### src/rtl/core/usp_pkg.sv
// ============================================================================
// usp_pkg
// Shared widths, constants and types of the Ulam spiral prime cell core.
// ============================================================================
package usp_pkg;

    localparam int unsigned COORD_W      = 12;
    localparam int unsigned SIDE_W       = 13;
    localparam int unsigned VALUE_W      = 26;
    localparam int unsigned MAX_SIDE_DEF = 4096;
    localparam logic [SIDE_W-1:0] SIDE_RESET = 13'd4096;

    // offset of the cell from the layer corner, at most 8 * layer
    localparam int unsigned OFF_W = 15;

    // trial divisors stay below 2^14, their squares below 2^27
    localparam int unsigned K_W   = 14;
    localparam int unsigned KSQ_W = 27;

    // remainder unit: DIG_W dividend bits per cycle
    localparam int unsigned DIG_W      = 4;
    localparam int unsigned DIV_CYCLES = 7;
    localparam int unsigned SH_W       = DIG_W * DIV_CYCLES;

    localparam int unsigned Q_DEPTH = 2;

    typedef enum logic [1:0] {
        BK_IDLE,
        BK_DIV,
        BK_STEP,
        BK_BOUND
    } t_bk_state;

    typedef struct packed {
        logic               valid;
        logic [VALUE_W-1:0] value;
    } t_q_push;

    typedef struct packed {
        logic full;
        logic empty;
    } t_q_stat;

endpackage

### src/rtl/core/usp_if.sv
// ============================================================================
// usp_if
// Valid/ready channels for cell coordinates in and cell results out.
// ============================================================================
interface usp_in_if;
    logic                        valid;
    logic                        ready;
    logic [usp_pkg::COORD_W-1:0] col;
    logic [usp_pkg::COORD_W-1:0] row;

    modport source (output valid, output col, output row, input ready);
    modport sink   (input valid, input col, input row, output ready);
endinterface

interface usp_out_if;
    logic                        valid;
    logic                        ready;
    logic [usp_pkg::VALUE_W-1:0] cell_value;
    logic                        is_prime;

    modport source (output valid, output cell_value, output is_prime, input ready);
    modport sink   (input valid, input cell_value, input is_prime, output ready);
endinterface

### src/rtl/core/ulam_spiral_prime_cell_core.sv
// ============================================================================
// ulam_spiral_prime_cell_core
// Maps grid cells to Ulam spiral numbers and tests them for primality.
// ============================================================================
//  channel   dir  handshake            payload
//  i_cell    in   valid/ready          col[11:0], row[11:0]
//  o_cell    out  valid/ready          cell_value[25:0], is_prime
//  i_cfg_*   in   write enable only    side[12:0]
//
//  Mapping front: stage registers s1, s2 and s3, then a two entry queue.
//  Prime test: numbers below 4 are decided straight from the queue, others
//  run per divisor pair the remainder steps at 4 bits each, then step and
//  bound; one pair for 2 and 3 and one per k with k*k <= u.
//  Reset is synchronous and clears the valids, queue, FSM and side to 4096.
//  The front keeps taking cells while the queue has room; results wait in
//  the output register until taken.
module ulam_spiral_prime_cell_core #(
    parameter int unsigned MAX_SIDE = usp_pkg::MAX_SIDE_DEF
) (
    input  logic                       i_clk,
    input  logic                       i_rst_n,
    input  logic                       i_cfg_we,
    input  logic [usp_pkg::SIDE_W-1:0] i_cfg_wdata,
    usp_in_if.sink                     i_cell,
    usp_out_if.source                  o_cell
);

    usp_pkg::t_q_push            w_push;
    usp_pkg::t_q_stat            w_stat;
    logic                        w_pop;
    logic [usp_pkg::VALUE_W-1:0] w_qdata;

    usp_front #(
        .MAX_SIDE (MAX_SIDE)
    ) u_front (
        .i_clk       (i_clk),
        .i_rst_n     (i_rst_n),
        .i_cfg_we    (i_cfg_we),
        .i_cfg_wdata (i_cfg_wdata),
        .i_cell      (i_cell),
        .i_q_stat    (w_stat),
        .o_q_push    (w_push)
    );

    usp_queue u_queue (
        .i_clk   (i_clk),
        .i_rst_n (i_rst_n),
        .i_push  (w_push),
        .i_pop   (w_pop),
        .o_stat  (w_stat),
        .o_data  (w_qdata)
    );

    usp_back u_back (
        .i_clk    (i_clk),
        .i_rst_n  (i_rst_n),
        .i_q_stat (w_stat),
        .i_q_data (w_qdata),
        .o_q_pop  (w_pop),
        .o_cell   (o_cell)
    );

endmodule

### src/rtl/core/usp_front.sv
// ============================================================================
// usp_front
// Holds the grid side, maps each cell to its spiral number in a three stage
// pipeline and pushes the number into the queue.
// ============================================================================
module usp_front #(
    parameter int unsigned MAX_SIDE = usp_pkg::MAX_SIDE_DEF
) (
    input  logic                        i_clk,
    input  logic                        i_rst_n,
    input  logic                        i_cfg_we,
    input  logic [usp_pkg::SIDE_W-1:0]  i_cfg_wdata,
    usp_in_if.sink                      i_cell,
    input  usp_pkg::t_q_stat            i_q_stat,
    output usp_pkg::t_q_push            o_q_push
);

    localparam int unsigned CMP_W = 17;
    localparam logic [CMP_W-1:0] MAX_N = CMP_W'(MAX_SIDE);

    logic [usp_pkg::SIDE_W-1:0]  r_side;
    logic                        r_s1_v, r_s2_v, r_s3_v;
    logic [12:0]                 r_s1_sx, r_s1_sy;
    logic [12:0]                 r_s2_m;
    logic [usp_pkg::OFF_W-1:0]   r_s2_off, r_s3_off;
    logic [usp_pkg::VALUE_W-1:0] r_s3_sq;

    logic                        w_adv;
    logic [usp_pkg::SIDE_W-1:0]  w_n;
    logic [11:0]                 w_c;
    logic [12:0]                 w_sx, w_sy, w_nsx, w_nsy;
    logic [11:0]                 w_ax, w_ay, w_l;
    logic signed [16:0]          w_l17, w_sx17, w_sy17, w_off17;
    logic [usp_pkg::VALUE_W-1:0] w_sq;

    // clamp side, center is n/2
    assign w_n  = ({4'd0, r_side} > MAX_N) ? MAX_N[usp_pkg::SIDE_W-1:0] : r_side;
    assign w_c  = w_n[12:1];
    assign w_sx = {1'b0, i_cell.col} - {1'b0, w_c};
    assign w_sy = {1'b0, i_cell.row} - {1'b0, w_c};

    assign w_adv        = !(r_s3_v && i_q_stat.full);
    assign i_cell.ready = w_adv;

    // stage 2: layer and edge offset
    assign w_nsx = 13'd0 - r_s1_sx;
    assign w_nsy = 13'd0 - r_s1_sy;
    assign w_ax  = r_s1_sx[12] ? w_nsx[11:0] : r_s1_sx[11:0];
    assign w_ay  = r_s1_sy[12] ? w_nsy[11:0] : r_s1_sy[11:0];
    assign w_l   = (w_ax > w_ay) ? w_ax : w_ay;

    assign w_l17  = $signed({5'd0, w_l});
    assign w_sx17 = $signed({{4{r_s1_sx[12]}}, r_s1_sx});
    assign w_sy17 = $signed({{4{r_s1_sy[12]}}, r_s1_sy});

    always_comb begin
        priority if (!r_s1_sy[12] && (w_ay == w_l)) begin
            w_off17 = w_l17 - w_sx17;                       // top edge
        end else if ((r_s1_sx[12] || (r_s1_sx == 13'd0)) && (w_ax == w_l)) begin
            w_off17 = 17'sd3 * w_l17 - w_sy17;              // left edge
        end else if ((r_s1_sy[12] || (r_s1_sy == 13'd0)) && (w_ay == w_l)) begin
            w_off17 = 17'sd5 * w_l17 + w_sx17;              // bottom edge
        end else begin
            w_off17 = 17'sd7 * w_l17 + w_sy17;              // right edge
        end
    end

    assign w_sq = {13'd0, r_s2_m} * {13'd0, r_s2_m};

    assign o_q_push.valid = r_s3_v && !i_q_stat.full;
    assign o_q_push.value = r_s3_sq - {11'd0, r_s3_off};

    always_ff @(posedge i_clk) begin
        if (!i_rst_n) begin
            r_side <= usp_pkg::SIDE_RESET;
            r_s1_v <= 1'b0;
            r_s2_v <= 1'b0;
            r_s3_v <= 1'b0;
        end else begin
            if (i_cfg_we) begin
                r_side <= i_cfg_wdata;
            end
            if (w_adv) begin
                r_s1_v <= i_cell.valid;
                r_s2_v <= r_s1_v;
                r_s3_v <= r_s2_v;
            end
        end
    end

    always_ff @(posedge i_clk) begin
        if (w_adv) begin
            r_s1_sx  <= w_sx;
            r_s1_sy  <= w_sy;
            r_s2_m   <= {w_l, 1'b1};
            r_s2_off <= w_off17[usp_pkg::OFF_W-1:0];
            r_s3_sq  <= w_sq;
            r_s3_off <= r_s2_off;
        end
    end

endmodule

### src/rtl/core/usp_queue.sv
// ============================================================================
// usp_queue
// Short FIFO of spiral numbers between the mapping front and the prime test.
// ============================================================================
module usp_queue (
    input  logic                        i_clk,
    input  logic                        i_rst_n,
    input  usp_pkg::t_q_push            i_push,
    input  logic                        i_pop,
    output usp_pkg::t_q_stat            o_stat,
    output logic [usp_pkg::VALUE_W-1:0] o_data
);

    localparam int unsigned PTR_W = (usp_pkg::Q_DEPTH > 1) ? $clog2(usp_pkg::Q_DEPTH) : 1;
    localparam int unsigned CNT_W = $clog2(usp_pkg::Q_DEPTH + 1);

    logic [usp_pkg::VALUE_W-1:0] r_mem [usp_pkg::Q_DEPTH];
    logic [PTR_W-1:0]            r_wp, r_rp;
    logic [CNT_W-1:0]            r_cnt;

    assign o_stat.full  = (r_cnt == CNT_W'(usp_pkg::Q_DEPTH));
    assign o_stat.empty = (r_cnt == '0);
    assign o_data       = r_mem[r_rp];

    always_ff @(posedge i_clk) begin
        if (!i_rst_n) begin
            r_wp  <= '0;
            r_rp  <= '0;
            r_cnt <= '0;
        end else begin
            if (i_push.valid) begin
                r_wp <= (r_wp == PTR_W'(usp_pkg::Q_DEPTH - 1)) ? '0 : r_wp + 1'b1;
            end
            if (i_pop) begin
                r_rp <= (r_rp == PTR_W'(usp_pkg::Q_DEPTH - 1)) ? '0 : r_rp + 1'b1;
            end
            unique case ({i_push.valid, i_pop})
                2'b10:   r_cnt <= r_cnt + 1'b1;
                2'b01:   r_cnt <= r_cnt - 1'b1;
                default: r_cnt <= r_cnt;
            endcase
        end
    end

    always_ff @(posedge i_clk) begin
        if (i_push.valid) begin
            r_mem[r_wp] <= i_push.value;
        end
    end

endmodule

### src/rtl/core/usp_back.sv
// ============================================================================
// usp_back
// Trial division by 2, 3 and then k, k+2 for k = 5, 11, ... while k*k <= u.
// Two remainder units share the dividend shifter, four bits per cycle.
// ============================================================================
module usp_back (
    input  logic                        i_clk,
    input  logic                        i_rst_n,
    input  usp_pkg::t_q_stat            i_q_stat,
    input  logic [usp_pkg::VALUE_W-1:0] i_q_data,
    output logic                        o_q_pop,
    usp_out_if.source                   o_cell
);

    localparam int unsigned CNT_W = $clog2(usp_pkg::DIV_CYCLES);
    localparam int unsigned K_W   = usp_pkg::K_W;

    usp_pkg::t_bk_state          r_state, n_state;
    logic [usp_pkg::VALUE_W-1:0] r_u, n_u;
    logic [usp_pkg::SH_W-1:0]    r_sh, n_sh;
    logic [K_W-1:0]              r_ra, n_ra, r_rb, n_rb;
    logic [K_W-1:0]              r_da, n_da, r_db, n_db;
    logic [K_W-1:0]              r_k, n_k;
    logic [usp_pkg::KSQ_W-1:0]   r_ksq, n_ksq;
    logic [CNT_W-1:0]            r_cnt, n_cnt;
    logic                        r_first, n_first;
    logic                        r_ov, n_ov;
    logic [usp_pkg::VALUE_W-1:0] r_val, n_val;
    logic                        r_prime, n_prime;

    logic                        w_out_free;

    // four restoring remainder steps; r < d on entry and exit
    function automatic logic [K_W-1:0] rem_step(
        input logic [K_W-1:0]           r,
        input logic [usp_pkg::DIG_W-1:0] bits,
        input logic [K_W-1:0]           d
    );
        logic [K_W:0]   t;
        logic [K_W-1:0] acc;
        acc = r;
        for (int i = usp_pkg::DIG_W - 1; i >= 0; i--) begin
            t = {acc, bits[i]};
            if (t >= {1'b0, d}) begin
                t = t - {1'b0, d};
            end
            acc = t[K_W-1:0];
        end
        return acc;
    endfunction

    assign w_out_free = !r_ov || o_cell.ready;

    assign o_cell.valid      = r_ov;
    assign o_cell.cell_value = r_val;
    assign o_cell.is_prime   = r_prime;

    always_comb begin
        n_state = r_state;
        n_u     = r_u;
        n_sh    = r_sh;
        n_ra    = r_ra;
        n_rb    = r_rb;
        n_da    = r_da;
        n_db    = r_db;
        n_k     = r_k;
        n_ksq   = r_ksq;
        n_cnt   = r_cnt;
        n_first = r_first;
        n_ov    = r_ov && !o_cell.ready;
        n_val   = r_val;
        n_prime = r_prime;
        o_q_pop = 1'b0;

        unique case (r_state)
            usp_pkg::BK_IDLE: begin
                if (!i_q_stat.empty && w_out_free) begin
                    o_q_pop = 1'b1;
                    if (i_q_data < usp_pkg::VALUE_W'(4)) begin
                        // 0 and 1 are not prime, 2 and 3 are
                        n_ov    = 1'b1;
                        n_prime = (i_q_data > usp_pkg::VALUE_W'(1));
                        n_val   = n_prime ? '0 : i_q_data;
                    end else begin
                        n_u     = i_q_data;
                        n_sh    = usp_pkg::SH_W'(i_q_data);
                        n_ra    = '0;
                        n_rb    = '0;
                        n_da    = K_W'(2);
                        n_db    = K_W'(3);
                        n_cnt   = '0;
                        n_first = 1'b1;
                        n_state = usp_pkg::BK_DIV;
                    end
                end
            end
            usp_pkg::BK_DIV: begin
                n_ra  = rem_step(r_ra, r_sh[usp_pkg::SH_W-1 -: usp_pkg::DIG_W], r_da);
                n_rb  = rem_step(r_rb, r_sh[usp_pkg::SH_W-1 -: usp_pkg::DIG_W], r_db);
                n_sh  = r_sh << usp_pkg::DIG_W;
                n_cnt = r_cnt + 1'b1;
                if (r_cnt == CNT_W'(usp_pkg::DIV_CYCLES - 1)) begin
                    n_state = usp_pkg::BK_STEP;
                end
            end
            usp_pkg::BK_STEP: begin
                if ((r_ra == '0) || (r_rb == '0)) begin
                    n_ov    = 1'b1;
                    n_val   = r_u;
                    n_prime = 1'b0;
                    n_state = usp_pkg::BK_IDLE;
                end else begin
                    if (r_first) begin
                        n_k     = K_W'(5);
                        n_ksq   = usp_pkg::KSQ_W'(25);
                        n_first = 1'b0;
                    end else begin
                        // (k+6)^2 = k^2 + 12k + 36
                        n_k   = r_k + K_W'(6);
                        n_ksq = r_ksq + {r_k, 3'b000} + {1'b0, r_k, 2'b00}
                              + usp_pkg::KSQ_W'(36);
                    end
                    n_state = usp_pkg::BK_BOUND;
                end
            end
            usp_pkg::BK_BOUND: begin
                if (r_ksq > {1'b0, r_u}) begin
                    n_ov    = 1'b1;
                    n_val   = '0;
                    n_prime = 1'b1;
                    n_state = usp_pkg::BK_IDLE;
                end else begin
                    n_da    = r_k;
                    n_db    = r_k + K_W'(2);
                    n_sh    = usp_pkg::SH_W'(r_u);
                    n_ra    = '0;
                    n_rb    = '0;
                    n_cnt   = '0;
                    n_state = usp_pkg::BK_DIV;
                end
            end
            default: begin
                n_state = usp_pkg::BK_IDLE;
            end
        endcase
    end

    always_ff @(posedge i_clk) begin
        if (!i_rst_n) begin
            r_state <= usp_pkg::BK_IDLE;
            r_ov    <= 1'b0;
        end else begin
            r_state <= n_state;
            r_ov    <= n_ov;
        end
    end

    always_ff @(posedge i_clk) begin
        r_u     <= n_u;
        r_sh    <= n_sh;
        r_ra    <= n_ra;
        r_rb    <= n_rb;
        r_da    <= n_da;
        r_db    <= n_db;
        r_k     <= n_k;
        r_ksq   <= n_ksq;
        r_cnt   <= n_cnt;
        r_first <= n_first;
        r_val   <= n_val;
        r_prime <= n_prime;
    end

endmodule
### src/flat_wrapper.sv
// flat-port wrapper written by rule: the top's interface ports become plain ports
module ulam_spiral_prime_cell_core_flat 
#(
    parameter int unsigned MAX_SIDE = usp_pkg::MAX_SIDE_DEF
)
  (i_clk, i_rst_n, i_cfg_we, i_cfg_wdata, i_cell_valid, i_cell_col, i_cell_row, i_cell_ready, o_cell_valid, o_cell_cell_value, o_cell_is_prime, o_cell_ready);
  usp_in_if i_cell_i ();
  usp_out_if o_cell_i ();
  input  logic i_clk;
  input  logic i_rst_n;
  input  logic i_cfg_we;
  input  logic [usp_pkg::SIDE_W-1:0] i_cfg_wdata;
  input wire logic [$bits(i_cell_i.valid)-1:0] i_cell_valid;
  input wire logic [$bits(i_cell_i.col)-1:0] i_cell_col;
  input wire logic [$bits(i_cell_i.row)-1:0] i_cell_row;
  output wire logic [$bits(i_cell_i.ready)-1:0] i_cell_ready;
  output wire logic [$bits(o_cell_i.valid)-1:0] o_cell_valid;
  output wire logic [$bits(o_cell_i.cell_value)-1:0] o_cell_cell_value;
  output wire logic [$bits(o_cell_i.is_prime)-1:0] o_cell_is_prime;
  input wire logic [$bits(o_cell_i.ready)-1:0] o_cell_ready;
  assign i_cell_i.valid = i_cell_valid;
  assign i_cell_i.col = i_cell_col;
  assign i_cell_i.row = i_cell_row;
  assign i_cell_ready = i_cell_i.ready;
  assign o_cell_valid = o_cell_i.valid;
  assign o_cell_cell_value = o_cell_i.cell_value;
  assign o_cell_is_prime = o_cell_i.is_prime;
  assign o_cell_i.ready = o_cell_ready;
  ulam_spiral_prime_cell_core #(.MAX_SIDE(MAX_SIDE)) u_core (.i_clk(i_clk), .i_rst_n(i_rst_n), .i_cfg_we(i_cfg_we), .i_cfg_wdata(i_cfg_wdata), .i_cell(i_cell_i), .o_cell(o_cell_i));
endmodule
### config.mk
export PLATFORM = sky130hd
export DESIGN_NAME = ulam_spiral_prime_cell_core_flat
export DESIGN_NICKNAME = d
export VERILOG_FILES = /design/src/rtl/core/usp_pkg.sv /design/src/rtl/core/usp_if.sv /design/src/rtl/core/ulam_spiral_prime_cell_core.sv /design/src/rtl/core/usp_front.sv /design/src/rtl/core/usp_queue.sv /design/src/rtl/core/usp_back.sv /design/src/flat_wrapper.sv
export SDC_FILE = /design/constraint.sdc
export NUM_CORES = 2
export LEC_CHECK = 0
export BUFFER_PORTS_ARGS = -buffer_cell sky130_fd_sc_hd__buf_2
export CELL_PAD_IN_SITES_DETAIL_PLACEMENT = 0
export CELL_PAD_IN_SITES_GLOBAL_PLACEMENT = 2
export CORE_MARGIN = 5
export CORE_UTILIZATION = 40
export CTS_BUF_LIST = sky130_fd_sc_hd__clkbuf_8
export DETAILED_ROUTE_END_ITERATION = 8
export PLACE_DENSITY_LB_ADDON = 0.1
export SKIP_CTS_REPAIR_TIMING = 1
export SLEW_MARGIN = 10
export SYNTH_ARGS = -nofsm -noshare
export SYNTH_HDL_FRONTEND = slang
export SYNTH_HIERARCHICAL = 1
export SYNTH_SLANG_ARGS = --single-unit
export TNS_END_PERCENT = 30
### constraint.sdc
create_clock -name i_clk -period 25.7 [get_ports i_clk]
set_input_delay 2.57 -clock i_clk [delete_from_list [all_inputs] [get_ports i_clk]]
set_output_delay 2.57 -clock i_clk [all_outputs]
set_load 0.01 [all_outputs]
==> key figures <==
Yosys
  – Most frequent cells after synthesis: 390 x ha_1, 390 x inv_1, 321 x edfxtp_1
  – Warnings from Yosys: 6
  – Area leader, netlist: edfxtp_1
  – Proportion of synthesized area in mux cells: roughly 5.6%
  – Largest family of logic cells by synthesized area: adder cells
  – Cell count after synthesis: around 3.3k
  – Post-synthesis xor/xnor area fraction: 7.08%
  – Fraction of the mapped netlist area in adder cells: roughly a quarter
  – Register area share after synthesis: 31.3%
  – Distinct cells, synth: 83
  – Async S/R FF share, synth: 0%
  – Synth Flop Type: edfxtp_1
  – Number of synthesized flops with an enable pin: 321
  – Synthesized area per cell: 9.90 µm²
  – Synth area leaders: edfxtp_1 30%, ha_1 15%, fa_1 9.7%
  – Mapped cell area: 32,300 µm²
  – Post-synthesis simple-gate area fraction: 12.7%
  – Synth Area in Compound Gates: 13.1%
  – Yosys reg bits: 344
  – Area share of the largest cell type after synthesis: 29.9%
  – Syn_nets: 3,852

Hold path
  – Hold Crit Class: register to register

Floorplan
  – Full die area: 86,500 µm²
  – Initial core utilization: 40.2%
  – CORE AREA: about 80,000 µm²
  – Standard-cell row count: 104
  – Die Span Y: about 300 µm
  – IO Pins: 71
  – Width of the die: 294 µm

STA
  – Tightest Pin Transition: about 1.1 ns
  – Max-slew violations: 0
  – Fmax: 79.4 MHz
  – RSZ-0062 raised after global routing: false
  – Fin crit share: 49.0%
  – Setup violations, final: 0
  – Slew margin rel.: 25.2%
  – Final TNS setup: 0 ns
  – Final Hold Fails: 0
  – Fin Clk Skew: 0.0339 ns
  – Minimum clock period: around 13 ns

Clock network
  – Clock root buffer: clkbuf_8
  – Clk pin slew, worst setup/hold paths: 0.06 ns
  – Clock Tree Buf Depth: 3
  – Clock sinks: 344
  – CTS tree: done
  – Clk Latency, worst-skew pair: 0.63 ns
  – H-Tree Depth: 3
  – Total CTS buffers: 68

Critical path
  – Worst R2R Path Depth: 39
  – Critical Path Source: u_core/u_back/r_db[1]
  – Endpoint class of the critical path: register
  – Worst Path Class, Setup: register to register
  – R2R Setup Slk: approximately 13 ns
  – Largest stage delay on the critical path: around 0.81 ns
  – Worst R2R End: u_core/u_back/r_rb[7]
  – CP most frequent cell: ha_1
  – CP max-delay cell: and4_1
  – Critical Path Sink: u_core/u_back/r_rb[7]
  – FF-to-FF Start: u_core/u_back/r_db[1]
  – WP data arrival: 12.95 ns
  – Crit path max fanout: 20
  – CP required: 26.05 ns
  – CP Launch Type: register

Routing
  – DRC viols: 0
  – Total number of vias: between 20k and 25k
  – Routed WL: around 83 mm
  – DRT iter0 DRCs: 1,251
  – DRT Pass-1 Iters: 5
  – DR vias/cell: 5.22
  – Routed len/inst: 18.5 µm
  – Antenna viol nets, final: 0

Global route
  – GRT overflow: 0
  – Number of global-route vias before repair: 24.7k
  – Met1 Usage GRT: 24.8%
  – M2 GR Usage: 34.2%
  – GR peak layer: met2
  – Largest net degree at the start of global routing: 71
  – First-pass GRT wire length: 133 mm
  – Initial antenna violation count: 4
  – GR Util All Layers: 19.1%
  – Met3 usage: 2.09%

Place
  – RD Place Congestion: 0.839
  – Hpwl dp: 66.0 mm
  – Placement Cell Area: 33,900 µm²
  – Number of port buffers: 69

Layout
  – Post-Layout Inst Area: 35,300 µm²
  – Layout cells sized above 1: 9.50%
  – # nets final: 3,961
  – Area Overhead vs Synth: 9.35%
  – Filler cells: 7,720
  – Core Util, Final: 44.0%

Flow run
  – Max-Cap Viols: 0

Outcome
  – Status: finished, final reports clean
per-layer routing:
metal | part of all wire [%] | vias up | routed length, µm
met2 | 50 | 344 | 41100
met4 | 1.9 | 0 | 1600
met3 | 3.0 | 112 | 2490
met1 | 46 | 11200 | 37800
met5 | 0 | - | 0
li1 | - | 11700 | -
metrics by stage:
stage / hold WS (ns) / setup WS [ns] / instances
5_1_grt: 0.415 / 12.39 / 4484
2_1_floorplan: 0.400 / 15.70 / 3263
3_5_place_dp: 0.406 / 13.13 / 4361
4_1_cts: 0.416 / 13.10 / 4481
6_report: 0.416 / 13.10 / 4485
3_3_place_gp: 0.406 / 13.23 / 4361
state kept, by name (all words and copies together), names as in the netlist, 14 cells and up, named ones only:
register,count
u_core/u_back/r_da,14
u_core/u_front/r_s3_sq,24
u_core/u_front/r_s3_off,15
u_core/u_back/r_rb,14
u_core/u_back/o_cell.cell_value,26
u_core/u_back/r_sh,28
u_core/u_back/r_u,26
u_core/u_front/r_s2_off,15
u_core/u_back/r_ra,14
u_core/u_queue/r_mem,52
u_core/u_back/r_ksq,24
worst min-delay path by stage:
| stage | startpoint | endpoint | depth (start not counted) |
|---|---|---|---|
| global route | u_core/u_front/r_s2_off[0] | u_core/u_front/r_s3_off[0] | 0 |
| global placement | u_core/u_front/r_s2_off[0] | u_core/u_front/r_s3_off[0] | 0 |
| CTS | u_core/u_front/r_s2_off[8] | u_core/u_front/r_s3_off[8] | 0 |
| finish | u_core/u_front/r_s2_off[8] | u_core/u_front/r_s3_off[8] | 0 |
| detailed placement | u_core/u_front/r_s2_off[5] | u_core/u_front/r_s3_off[5] | 0 |
| floorplan | u_core/u_front/r_s2_off[0] | u_core/u_front/r_s3_off[0] | 0 |
worst max-delay path, delay by kind of cell (launching register included):
kind            cells  cell delay, ns
compound gates     22            6.20
simple gates        8            2.27
mux                 4            1.61
fa+ha+maj           4            1.46
flops               1            0.46
buf+inv             1            0.31
final cells by class:
type / instances / area (µm²) / area share, %
tap: 1060 / 1330 / 3.76
inverter: 395 / 1480 / 4.20
clock buffer: 75 / 1030 / 2.92
sequential: 344 / 10100 / 28.6
clock inverter: 45 / 324 / 0.918
multi-input combinational: 2468 / 20500 / 58.0
timing repair buffer: 95 / 548 / 1.55
antenna: 3 / 7.51 / 0.0213
layout by cell type, fill, tap and decap left out, types with 21 or more instances in the layout:
cell / n
inv_1: 409
ha_1: 390
edfxtp_1: 321
nor2_1: 296
a21oi_1: 184
xnor2_1: 170
fa_1: 157
nand2_1: 150
o21ai_0: 111
xor2_1: 91
mux2_2: 86
a21o_1: 85
mux2i_1: 80
clkbuf_8: 75
buf_2: 69
nor2b_1: 63
nor3_1: 62
nand3_1: 55
and2_1: 42
o21a_1: 38
nand4_1: 32
o21bai_1: 31
and3_1: 28
nor4_1: 26
a21boi_0: 26
buf_4: 25
nand2b_1: 24
dfxtp_1: 21
cell families after synthesis:
kind of cell,after synthesis
flops,344
buf+inv,451
mux,168
xor+xnor,261
simple gates,851
compound gates,641
fa+ha+maj,547
Power is not shown: default switching activity piles up to over one toggle a cycle in this logic, so the estimate is an artifact.
